===== config.mk =====
export PLATFORM = sky130hd
export DESIGN_NAME = mpeg_audio_frame_header_decode_unit
export DESIGN_NICKNAME = d
export VERILOG_FILES = /design/src/mafhd_pkg.sv /design/src/mafhd_div_step.sv /design/src/mpeg_audio_frame_header_decode_unit.sv
export VERILOG_INCLUDE_DIRS = /design/src /design/src/src
export SDC_FILE = /design/constraint.sdc
export NUM_CORES = 1
export LEC_CHECK = 0
export BUFFER_PORTS_ARGS = -buffer_cell sky130_fd_sc_hd__buf_4
export CORE_MARGIN = 10
export CORE_UTILIZATION = 50
export DETAILED_ROUTE_END_ITERATION = 7
export HOLD_SLACK_MARGIN = 0.1
export PLACE_DENSITY = 0.68
export SYNTH_ARGS = -nofsm -noshare
export SYNTH_HDL_FRONTEND = slang
export SYNTH_SLANG_ARGS = --single-unit
export TNS_END_PERCENT = 1

===== constraint.sdc =====
create_clock -name clock -period 21.1 [get_ports clock]
set_input_delay 4.22 -clock clock [delete_from_list [all_inputs] [get_ports clock]]
set_output_delay 4.22 -clock clock [all_outputs]
set_load 0.02 [all_outputs]

===== src/mpeg_audio_frame_header_decode_unit_defines.svh =====
// Assertion macros for the MPEG audio frame header decode unit.
`ifndef MPEG_AUDIO_FRAME_HEADER_DECODE_UNIT_DEFINES_SVH
`define MPEG_AUDIO_FRAME_HEADER_DECODE_UNIT_DEFINES_SVH

`ifndef SYNTH
`define MAFHD_ASSERT_SAME(label, clk, rst, cond, prop) \
   label: assert property (@(posedge clk) disable iff (rst) (cond) |-> (prop)) \
      else $error("%m: assertion failed");
`define MAFHD_ASSERT_NEXT(label, clk, rst, cond, prop) \
   label: assert property (@(posedge clk) disable iff (rst) (cond) |=> (prop)) \
      else $error("%m: assertion failed");
`else
`define MAFHD_ASSERT_SAME(label, clk, rst, cond, prop)
`define MAFHD_ASSERT_NEXT(label, clk, rst, cond, prop)
`endif

`endif


===== src/mafhd_pkg.sv =====
package mafhd_pkg;

   localparam int DIV_BITS = 4;
   localparam int REM_W    = 16;
   localparam int QUO_W    = 12;
   localparam int PROD_W   = 16;
   localparam int NUM_W    = 26;
   localparam logic [9:0] KILO = 10'd1000;

   typedef enum logic [2:0] {
      ST_OK         = 3'd0,
      ST_NO_SYNC    = 3'd1,
      ST_RSVD_VER   = 3'd2,
      ST_RSVD_LAYER = 3'd3,
      ST_ZERO_RATE  = 3'd4,
      ST_RSVD_FREQ  = 3'd5
   } status_type;

   localparam logic [1:0] VER_RESERVED = 2'd1;
   localparam logic [1:0] VER_MPEG1    = 2'd3;
   localparam logic [1:0] LAYER_I      = 2'd0;
   localparam logic [1:0] LAYER_II     = 2'd1;
   localparam logic [1:0] LAYER_NONE   = 2'd3;
   localparam logic [1:0] FREQ_NONE    = 2'd3;

   typedef struct packed {
      status_type  status;
      logic [1:0]  ver;
      logic [1:0]  layer;
      logic        crc;
      logic        pad;
      logic [8:0]  kbps;
      logic [15:0] hz;
   } info_type;

   function automatic logic [8:0] kbps_lookup(input logic fam, input logic [1:0] layer,
                                              input logic [3:0] idx);
      logic [8:0] v;
      v = 9'd0;
      if (!fam && layer == LAYER_I) begin
         unique case (idx)
            4'd1: v = 9'd32;   4'd2: v = 9'd64;   4'd3: v = 9'd96;   4'd4: v = 9'd128;
            4'd5: v = 9'd160;  4'd6: v = 9'd192;  4'd7: v = 9'd224;  4'd8: v = 9'd256;
            4'd9: v = 9'd288;  4'd10: v = 9'd320; 4'd11: v = 9'd352; 4'd12: v = 9'd384;
            4'd13: v = 9'd416; 4'd14: v = 9'd448; default: v = 9'd0;
         endcase
      end else if (!fam && layer == LAYER_II) begin
         unique case (idx)
            4'd1: v = 9'd32;   4'd2: v = 9'd48;   4'd3: v = 9'd56;   4'd4: v = 9'd64;
            4'd5: v = 9'd80;   4'd6: v = 9'd96;   4'd7: v = 9'd112;  4'd8: v = 9'd128;
            4'd9: v = 9'd160;  4'd10: v = 9'd192; 4'd11: v = 9'd224; 4'd12: v = 9'd256;
            4'd13: v = 9'd320; 4'd14: v = 9'd384; default: v = 9'd0;
         endcase
      end else if (!fam) begin
         unique case (idx)
            4'd1: v = 9'd32;   4'd2: v = 9'd40;   4'd3: v = 9'd48;   4'd4: v = 9'd56;
            4'd5: v = 9'd64;   4'd6: v = 9'd80;   4'd7: v = 9'd96;   4'd8: v = 9'd112;
            4'd9: v = 9'd128;  4'd10: v = 9'd160; 4'd11: v = 9'd192; 4'd12: v = 9'd224;
            4'd13: v = 9'd256; 4'd14: v = 9'd320; default: v = 9'd0;
         endcase
      end else if (layer == LAYER_I) begin
         unique case (idx)
            4'd1: v = 9'd32;   4'd2: v = 9'd48;   4'd3: v = 9'd56;   4'd4: v = 9'd64;
            4'd5: v = 9'd80;   4'd6: v = 9'd96;   4'd7: v = 9'd112;  4'd8: v = 9'd128;
            4'd9: v = 9'd144;  4'd10: v = 9'd160; 4'd11: v = 9'd176; 4'd12: v = 9'd192;
            4'd13: v = 9'd224; 4'd14: v = 9'd256; default: v = 9'd0;
         endcase
      end else begin
         unique case (idx)
            4'd1: v = 9'd8;    4'd2: v = 9'd16;   4'd3: v = 9'd24;   4'd4: v = 9'd32;
            4'd5: v = 9'd40;   4'd6: v = 9'd48;   4'd7: v = 9'd56;   4'd8: v = 9'd64;
            4'd9: v = 9'd80;   4'd10: v = 9'd96;  4'd11: v = 9'd112; 4'd12: v = 9'd128;
            4'd13: v = 9'd144; 4'd14: v = 9'd160; default: v = 9'd0;
         endcase
      end
      return v;
   endfunction

   function automatic logic [15:0] hz_lookup(input logic [1:0] ver, input logic [1:0] idx);
      logic [15:0] v;
      v = 16'd0;
      unique case ({ver, idx})
         4'b00_00: v = 16'd11025;
         4'b00_01: v = 16'd12000;
         4'b00_10: v = 16'd8000;
         4'b10_00: v = 16'd22050;
         4'b10_01: v = 16'd24000;
         4'b10_10: v = 16'd16000;
         4'b11_00: v = 16'd44100;
         4'b11_01: v = 16'd48000;
         4'b11_10: v = 16'd32000;
         default:  v = 16'd0;
      endcase
      return v;
   endfunction

   function automatic logic [7:0] coef_lookup(input logic fam, input logic [1:0] layer);
      logic [7:0] v;
      if (layer == LAYER_I) begin
         v = 8'd12;
      end else if (layer == LAYER_II || !fam) begin
         v = 8'd144;
      end else begin
         v = 8'd72;
      end
      return v;
   endfunction

endpackage


===== src/mafhd_div_step.sv =====
module mafhd_div_step (
   input  logic [mafhd_pkg::REM_W-1:0]    rem_in,
   input  logic [mafhd_pkg::DIV_BITS-1:0] low_in,
   input  logic [mafhd_pkg::REM_W-1:0]    divisor,
   output logic [mafhd_pkg::REM_W-1:0]    rem_out,
   output logic [mafhd_pkg::DIV_BITS-1:0] quo_out
);
   import mafhd_pkg::*;

   always_comb begin
      logic [REM_W:0] r;
      r = {1'b0, rem_in};
      quo_out = '0;
      for (int i = DIV_BITS - 1; i >= 0; i--) begin
         r = {r[REM_W-1:0], low_in[i]};
         if (r >= {1'b0, divisor}) begin
            r = r - {1'b0, divisor};
            quo_out[i] = 1'b1;
         end
      end
      rem_out = r[REM_W-1:0];
   end

endmodule


===== src/mpeg_audio_frame_header_decode_unit.sv =====
// Channel  Direction  Handshake          Payload
// req      in         req_valid/stall    sync, version/layer and rate bytes
// rsp      out        rsp_valid/stall    status, decoded fields, frame length
//
// One header enters per cycle while req_stall is low, and its result passes through the stages below.
// The five register stages are decode, multiply, and three divider stages of
// four quotient bits each; the last divider stage loads the output register.
// A stalled output backs up only as far as the stages that are full.
// Reset is synchronous and clears the stage valid bits.
`include "mpeg_audio_frame_header_decode_unit_defines.svh"

module mpeg_audio_frame_header_decode_unit (
   input  logic        clock,
   input  logic        reset,
   input  logic        req_valid,
   output logic        req_stall,
   input  logic [7:0]  req_sync_byte,
   input  logic [7:0]  req_version_layer_byte,
   input  logic [7:0]  req_rate_byte,
   output logic        rsp_valid,
   input  logic        rsp_stall,
   output logic [2:0]  rsp_status,
   output logic [1:0]  rsp_version_code,
   output logic [1:0]  rsp_layer_index,
   output logic        rsp_crc_bit,
   output logic        rsp_padding_bit,
   output logic [8:0]  rsp_bitrate_kbps,
   output logic [15:0] rsp_sample_rate_hz,
   output logic [11:0] rsp_frame_bytes
);
   import mafhd_pkg::*;

   logic en1, en2, en3, en4, en_out;
   logic v1_ff, v2_ff, v3_ff, v4_ff, rsp_valid_ff;

   info_type info1_in, info1_ff, info2_ff, info3_ff, info4_ff, info_out_ff;
   logic [PROD_W-1:0] prod1_in, prod1_ff;
   logic [NUM_W-1:0]  num2_in, num2_ff;
   logic [REM_W-1:0]  rem3_in, rem3_ff, rem4_in, rem4_ff, rem5_unused;
   logic [7:0]        low3_ff;
   logic [3:0]        low4_ff;
   logic [3:0]        q3_in, q4_in, q5_in;
   logic [3:0]        q3_ff;
   logic [7:0]        q4_ff;
   logic [11:0]       frame_in, frame_ff;

   assign en_out    = !rsp_valid_ff || !rsp_stall;
   assign en4       = !v4_ff || en_out;
   assign en3       = !v3_ff || en4;
   assign en2       = !v2_ff || en3;
   assign en1       = !v1_ff || en2;
   assign req_stall = !en1;

   always_comb begin
      logic       fam;
      logic [1:0] ver;
      logic [1:0] layer;
      logic [3:0] bidx;
      logic [1:0] fidx;
      status_type st;
      logic [PROD_W-1:0] prod_full;
      ver   = req_version_layer_byte[4:3];
      layer = LAYER_NONE - req_version_layer_byte[2:1];
      bidx  = req_rate_byte[7:4];
      fidx  = req_rate_byte[3:2];
      fam   = (ver != VER_MPEG1);
      priority if (req_sync_byte != 8'hFF || req_version_layer_byte[7:5] != 3'b111 ||
                   bidx == 4'hF) begin
         st = ST_NO_SYNC;
      end else if (ver == VER_RESERVED) begin
         st = ST_RSVD_VER;
      end else if (layer == LAYER_NONE) begin
         st = ST_RSVD_LAYER;
      end else if (bidx == 4'd0) begin
         st = ST_ZERO_RATE;
      end else if (fidx == FREQ_NONE) begin
         st = ST_RSVD_FREQ;
      end else begin
         st = ST_OK;
      end
      info1_in = '0;
      info1_in.status = st;
      if (st == ST_OK) begin
         info1_in.ver   = ver;
         info1_in.layer = layer;
         info1_in.crc   = req_version_layer_byte[0];
         info1_in.pad   = req_rate_byte[1];
         info1_in.kbps  = kbps_lookup(fam, layer, bidx);
         info1_in.hz    = hz_lookup(ver, fidx);
      end
      prod_full = PROD_W'(coef_lookup(fam, layer)) * PROD_W'(info1_in.kbps);
      prod1_in  = prod_full;
   end

   assign num2_in = NUM_W'(prod1_ff) * NUM_W'(KILO);

   mafhd_div_step u_div3 (
      .rem_in  (REM_W'(num2_ff[NUM_W-1:QUO_W])),
      .low_in  (num2_ff[QUO_W-1:QUO_W-DIV_BITS]),
      .divisor (info2_ff.hz),
      .rem_out (rem3_in),
      .quo_out (q3_in)
   );

   mafhd_div_step u_div4 (
      .rem_in  (rem3_ff),
      .low_in  (low3_ff[7:4]),
      .divisor (info3_ff.hz),
      .rem_out (rem4_in),
      .quo_out (q4_in)
   );

   mafhd_div_step u_div5 (
      .rem_in  (rem4_ff),
      .low_in  (low4_ff),
      .divisor (info4_ff.hz),
      .rem_out (rem5_unused),
      .quo_out (q5_in)
   );

   always_comb begin
      logic [12:0] fsum;
      fsum = {1'b0, q4_ff, q5_in} + 13'(info4_ff.pad);
      if (info4_ff.status != ST_OK) begin
         frame_in = '0;
      end else if (info4_ff.layer == LAYER_I) begin
         frame_in = {fsum[9:0], 2'b00};
      end else begin
         frame_in = fsum[11:0];
      end
   end

   always_ff @(posedge clock) begin
      if (reset) begin
         v1_ff        <= 1'b0;
         v2_ff        <= 1'b0;
         v3_ff        <= 1'b0;
         v4_ff        <= 1'b0;
         rsp_valid_ff <= 1'b0;
      end else begin
         if (en1) v1_ff <= req_valid;
         if (en2) v2_ff <= v1_ff;
         if (en3) v3_ff <= v2_ff;
         if (en4) v4_ff <= v3_ff;
         if (en_out) rsp_valid_ff <= v4_ff;
      end
   end

   always_ff @(posedge clock) begin
      if (en1) begin
         info1_ff <= info1_in;
         prod1_ff <= prod1_in;
      end
      if (en2) begin
         info2_ff <= info1_ff;
         num2_ff  <= num2_in;
      end
      if (en3) begin
         info3_ff <= info2_ff;
         rem3_ff  <= rem3_in;
         low3_ff  <= num2_ff[7:0];
         q3_ff    <= q3_in;
      end
      if (en4) begin
         info4_ff <= info3_ff;
         rem4_ff  <= rem4_in;
         low4_ff  <= low3_ff[3:0];
         q4_ff    <= {q3_ff, q4_in};
      end
      if (en_out) begin
         info_out_ff <= info4_ff;
         frame_ff    <= frame_in;
      end
   end

   assign rsp_valid          = rsp_valid_ff;
   assign rsp_status         = info_out_ff.status;
   assign rsp_version_code   = info_out_ff.ver;
   assign rsp_layer_index    = info_out_ff.layer;
   assign rsp_crc_bit        = info_out_ff.crc;
   assign rsp_padding_bit    = info_out_ff.pad;
   assign rsp_bitrate_kbps   = info_out_ff.kbps;
   assign rsp_sample_rate_hz = info_out_ff.hz;
   assign rsp_frame_bytes    = frame_ff;

   `MAFHD_ASSERT_SAME(a_fail_zeroed, clock, reset, rsp_valid && rsp_status != ST_OK,
      rsp_frame_bytes == 12'd0 && rsp_bitrate_kbps == 9'd0 && rsp_sample_rate_hz == 16'd0)
   `MAFHD_ASSERT_SAME(a_ok_has_rate, clock, reset, rsp_valid && rsp_status == ST_OK,
      rsp_sample_rate_hz != 16'd0 && rsp_bitrate_kbps != 9'd0 && rsp_version_code != VER_RESERVED)
   `MAFHD_ASSERT_NEXT(a_accept_lands, clock, reset, req_valid && !req_stall, v1_ff)

endmodule


==> flow_metrics.py <==
metrics = {
    "status": {
        "status": "finished clean",
    },
    "critical_path": {
        "crit_fanout": 26,
        "reg2regPathDepth": 46,
        "critPathLaunchType": "flop",
        "cp_data_arrival_time_ns": 12.86,
        "cp-end-kind": "flop",
        "reg2reg_to": "rem4_ff[10]",
        "max_stage_delay_ns": 0.67,
        "regToRegStartpoint": "info3_ff[4]",
        "critical_path_class": "flop to flop",
        "critPathSlowestCell": "clkinv_1",
        "cp.required_ns": 21.39,
        "cp_common_cell": "a21oi_1",
        "r2r_slack_ns": 8.54,
    },
    "routing": {
        "wl_per_cell_um": 18.38,
        "route.antenna.remaining_nets": 0,
        "routed_via_density": 5.967,
        "wl_um": 52540,
        "drt_iter0_drc": 1330,
        "drtPass1Iterations": 5,
        "via_count": 17050,
        "drcViolationCount": 0,
    },
    "timing": {
        "setup_viol_count_final": 0,
        "report.final.slew_viol_count": 0,
        "worstMarginPinSlew_ns": 1.137,
        "period_needed_ns": 12.56,
        "max_slew_margin_pct": 23.92,
        "fmaxAchievable_mhz": 79.59,
        "final.setup_skew_ns": 0.02699,
        "rsz0062_at_grt": "false",
        "fin_tns_setup_ns": 0,
        "hold_viol": 0,
        "timing.final.crit_share_pct": 59.55,
    },
    "clocking": {
        "cts_tree": "built",
        "cts_hold_buf": 0,
        "path_clk_slew_ns": 0.06,
        "max-clock-path-buffers": 3,
        "htree_levels": 1,
        "clock_latency_ns": 0.55,
        "cts_inserted_buffers": 27,
        "cts_setup_buffers": 0,
        "clkSinkCount": 235,
        "cts-resized-gates": 0,
        "cts-root-buf": "clkbuf_16",
    },
    "final_layout": {
        "drive_gt1_share_pct": 8.711,
        "nets": 2635,
        "area_delta_synth_final_pct": 8.841,
        "final_util_pct": 55.20,
        "diodes": 0,
    },
    "yosys": {
        "async_reset_ff_share_pct": 0,
        "ys_seq_elements": 235,
        "yosysTopAreaCellShare_pct": 32.32,
        "yosys_warnings": 0,
        "synth-edff-count": 230,
        "ys_top_cells_by_count": "256 x ha_1, 230 x edfxtp_1, 192 x a21oi_1",
        "syn_area_um2": 21370,
        "synth_cell_type_count": 87,
        "yosysSeqAreaShare_pct": 32.79,
        "ys.flop_type": "edfxtp_1",
        "synth_top_area_cell": "edfxtp_1",
        "syn_inst": 2252,
        "yosys-top-cells-area": "edfxtp_1 32%, ha_1 15%, fa_1 4.7%",
        "synth.avg_cell_area_um2": 9.490,
        "yosysMostFrequentCell": "ha_1",
    },
    "job": {
        "drv_cap": 0,
    },
    "grt": {
        "grt_pass1_vias": 16600,
        "grt_pass1_wl_um": 85160,
        "grt.overflow.total": 0,
        "antenna_found_initial": 1,
        "track_usage_pct": 20.42,
        "grt_max_degree": 54,
    },
    "floorplan": {
        "start_util_pct": 50.72,
        "rows": 75,
        "die_x_um": 226.7,
        "io_pins": 76,
        "core_um2": 42130,
        "die_h_um": 226.7,
        "dieArea_um2": 51410,
    },
    "placement": {
        "hpwlAfterDp_um": 41340,
        "gp_congestion": 0.9120,
        "portBuffers": 70,
    },
    "worst_hold_path": {
        "hp-start": "info1_ff[6]",
        "min_path_cells": 0,
        "hold_path_end": "info2_ff[6]",
        "hp-class": "flop to flop",
    },
}
-- worst max-delay path by stage --
stage           startpoint     endpoint  slack (ns)  cells after the start
6_report       info3_ff[4]  rem4_ff[10]        8.54                     46
2_1_floorplan    rsp_stall    req_stall       10.56                      4
3_3_place_gp   info2_ff[4]  rem3_ff[12]        8.87                     44
5_1_grt        info3_ff[4]   rem4_ff[8]        7.61                     47
3_5_place_dp   info3_ff[4]   rem4_ff[8]        8.74                     46
4_1_cts        info3_ff[4]   rem4_ff[8]        8.70                     46
-- logic make-up (layout without fill, tap and decap cells) --
| kind of cell | count (synthesis) | count (layout) | synth area share [%] |
|---|---|---|---|
| DFF | 235 | 235 | 32.79 |
| xor gates and xnor gates | 164 | 164 | 6.721 |
| buffers and inverters | 229 | 292 | 4.321 |
| and+or+nand+nor | 624 | 624 | 14.41 |
| other | 1 | 5 | 0.01755 |
| AOI/OAI and AO/OA | 633 | 633 | 18.95 |
| adders and majority gates | 306 | 306 | 19.67 |
| muxes | 60 | 60 | 3.121 |
-- state kept, by name, indices dropped and copies added (netlist names), 2 cells and up --
register	flops
q3_ff	4
info4_ff	29
rem4_ff	16
num2_ff	18
q4_ff	8
rsp_bitrate_kbps	6
rsp_status	3
info2_ff	29
prod1_ff	11
info3_ff	29
rsp_frame_bytes	12
rsp_layer_index	2
rsp_version_code	2
rem3_ff	16
rsp_sample_rate_hz	14
info1_ff	29
-- cells in the final DEF (no fill, tap or decap), types with 7 or more instances in the layout --
cell         n
ha_1       256
edfxtp_1   230
a21oi_1    192
nor2_1     164
nand2_1    160
inv_1      159
o21ai_0    133
xnor2_1    102
buf_4       78
a21o_1      69
xor2_1      62
fa_1        50
nand3_1     48
mux2_2      41
nor3_1      40
nand2b_1    34
o21bai_1    31
nand4_1     30
o21a_1      27
clkbuf_16   27
nor2b_1     25
and2_1      24
a211oi_1    23
and3_1      22
o211ai_1    19
mux2i_1     16
o22ai_1     16
a31oi_1     15
or3_1       15
o31ai_1     15
clkinv_1    11
a21boi_0    10
or2_2        9
and4_1       8
nor3b_1      8
a41oi_1      8
a31o_2       7
a211o_1      7
-- per-stage QoR --
step	worst slack, ns	hold slack (ns)	cell area, µm²	std cells
5_1_grt	7.612	0.4220	23260	2858
3_5_place_dp	8.744	0.4045	22370	2811
6_report	8.535	0.4044	23260	2858
2_1_floorplan	10.56	0.4003	21390	2256
3_3_place_gp	8.866	0.4007	22370	2811
4_1_cts	8.700	0.4080	23260	2858
-- metal layers --
layer,routed length (µm),track usage (%),vias to the layer above
li1,-,-,8397
met1,23080,25.80,8195
met2,25540,35.42,356
met3,2016,2.080,104
met4,1880,7.552,2
met5,20,0,-
-- cell type report --
class,instances,area (µm²)
timing repair buffer,78,585.6
tap,539,674.4
inverter,167,631.9
clock inverter,19,210.2
clock buffer,28,679.4
fill,3687,18870
multi-input combinational,1792,13470
sequential,235,7007
-- critical path, delay by kind of cell, from the launching register on --
family | cells | cell delay (ns)
adder cells (fa/ha/maj) | 4 | 1.63
flip-flops | 1 | 0.54
multiplexers | 2 | 0.42
AND/OR/NAND/NOR | 13 | 3.00
AO/OA/AOI/OAI | 22 | 4.88
buffers and inverters | 5 | 1.83
Power is left out: the tool's default activity adds up to more than one toggle a clock period on the data nets, which glitch-free logic cannot reach.
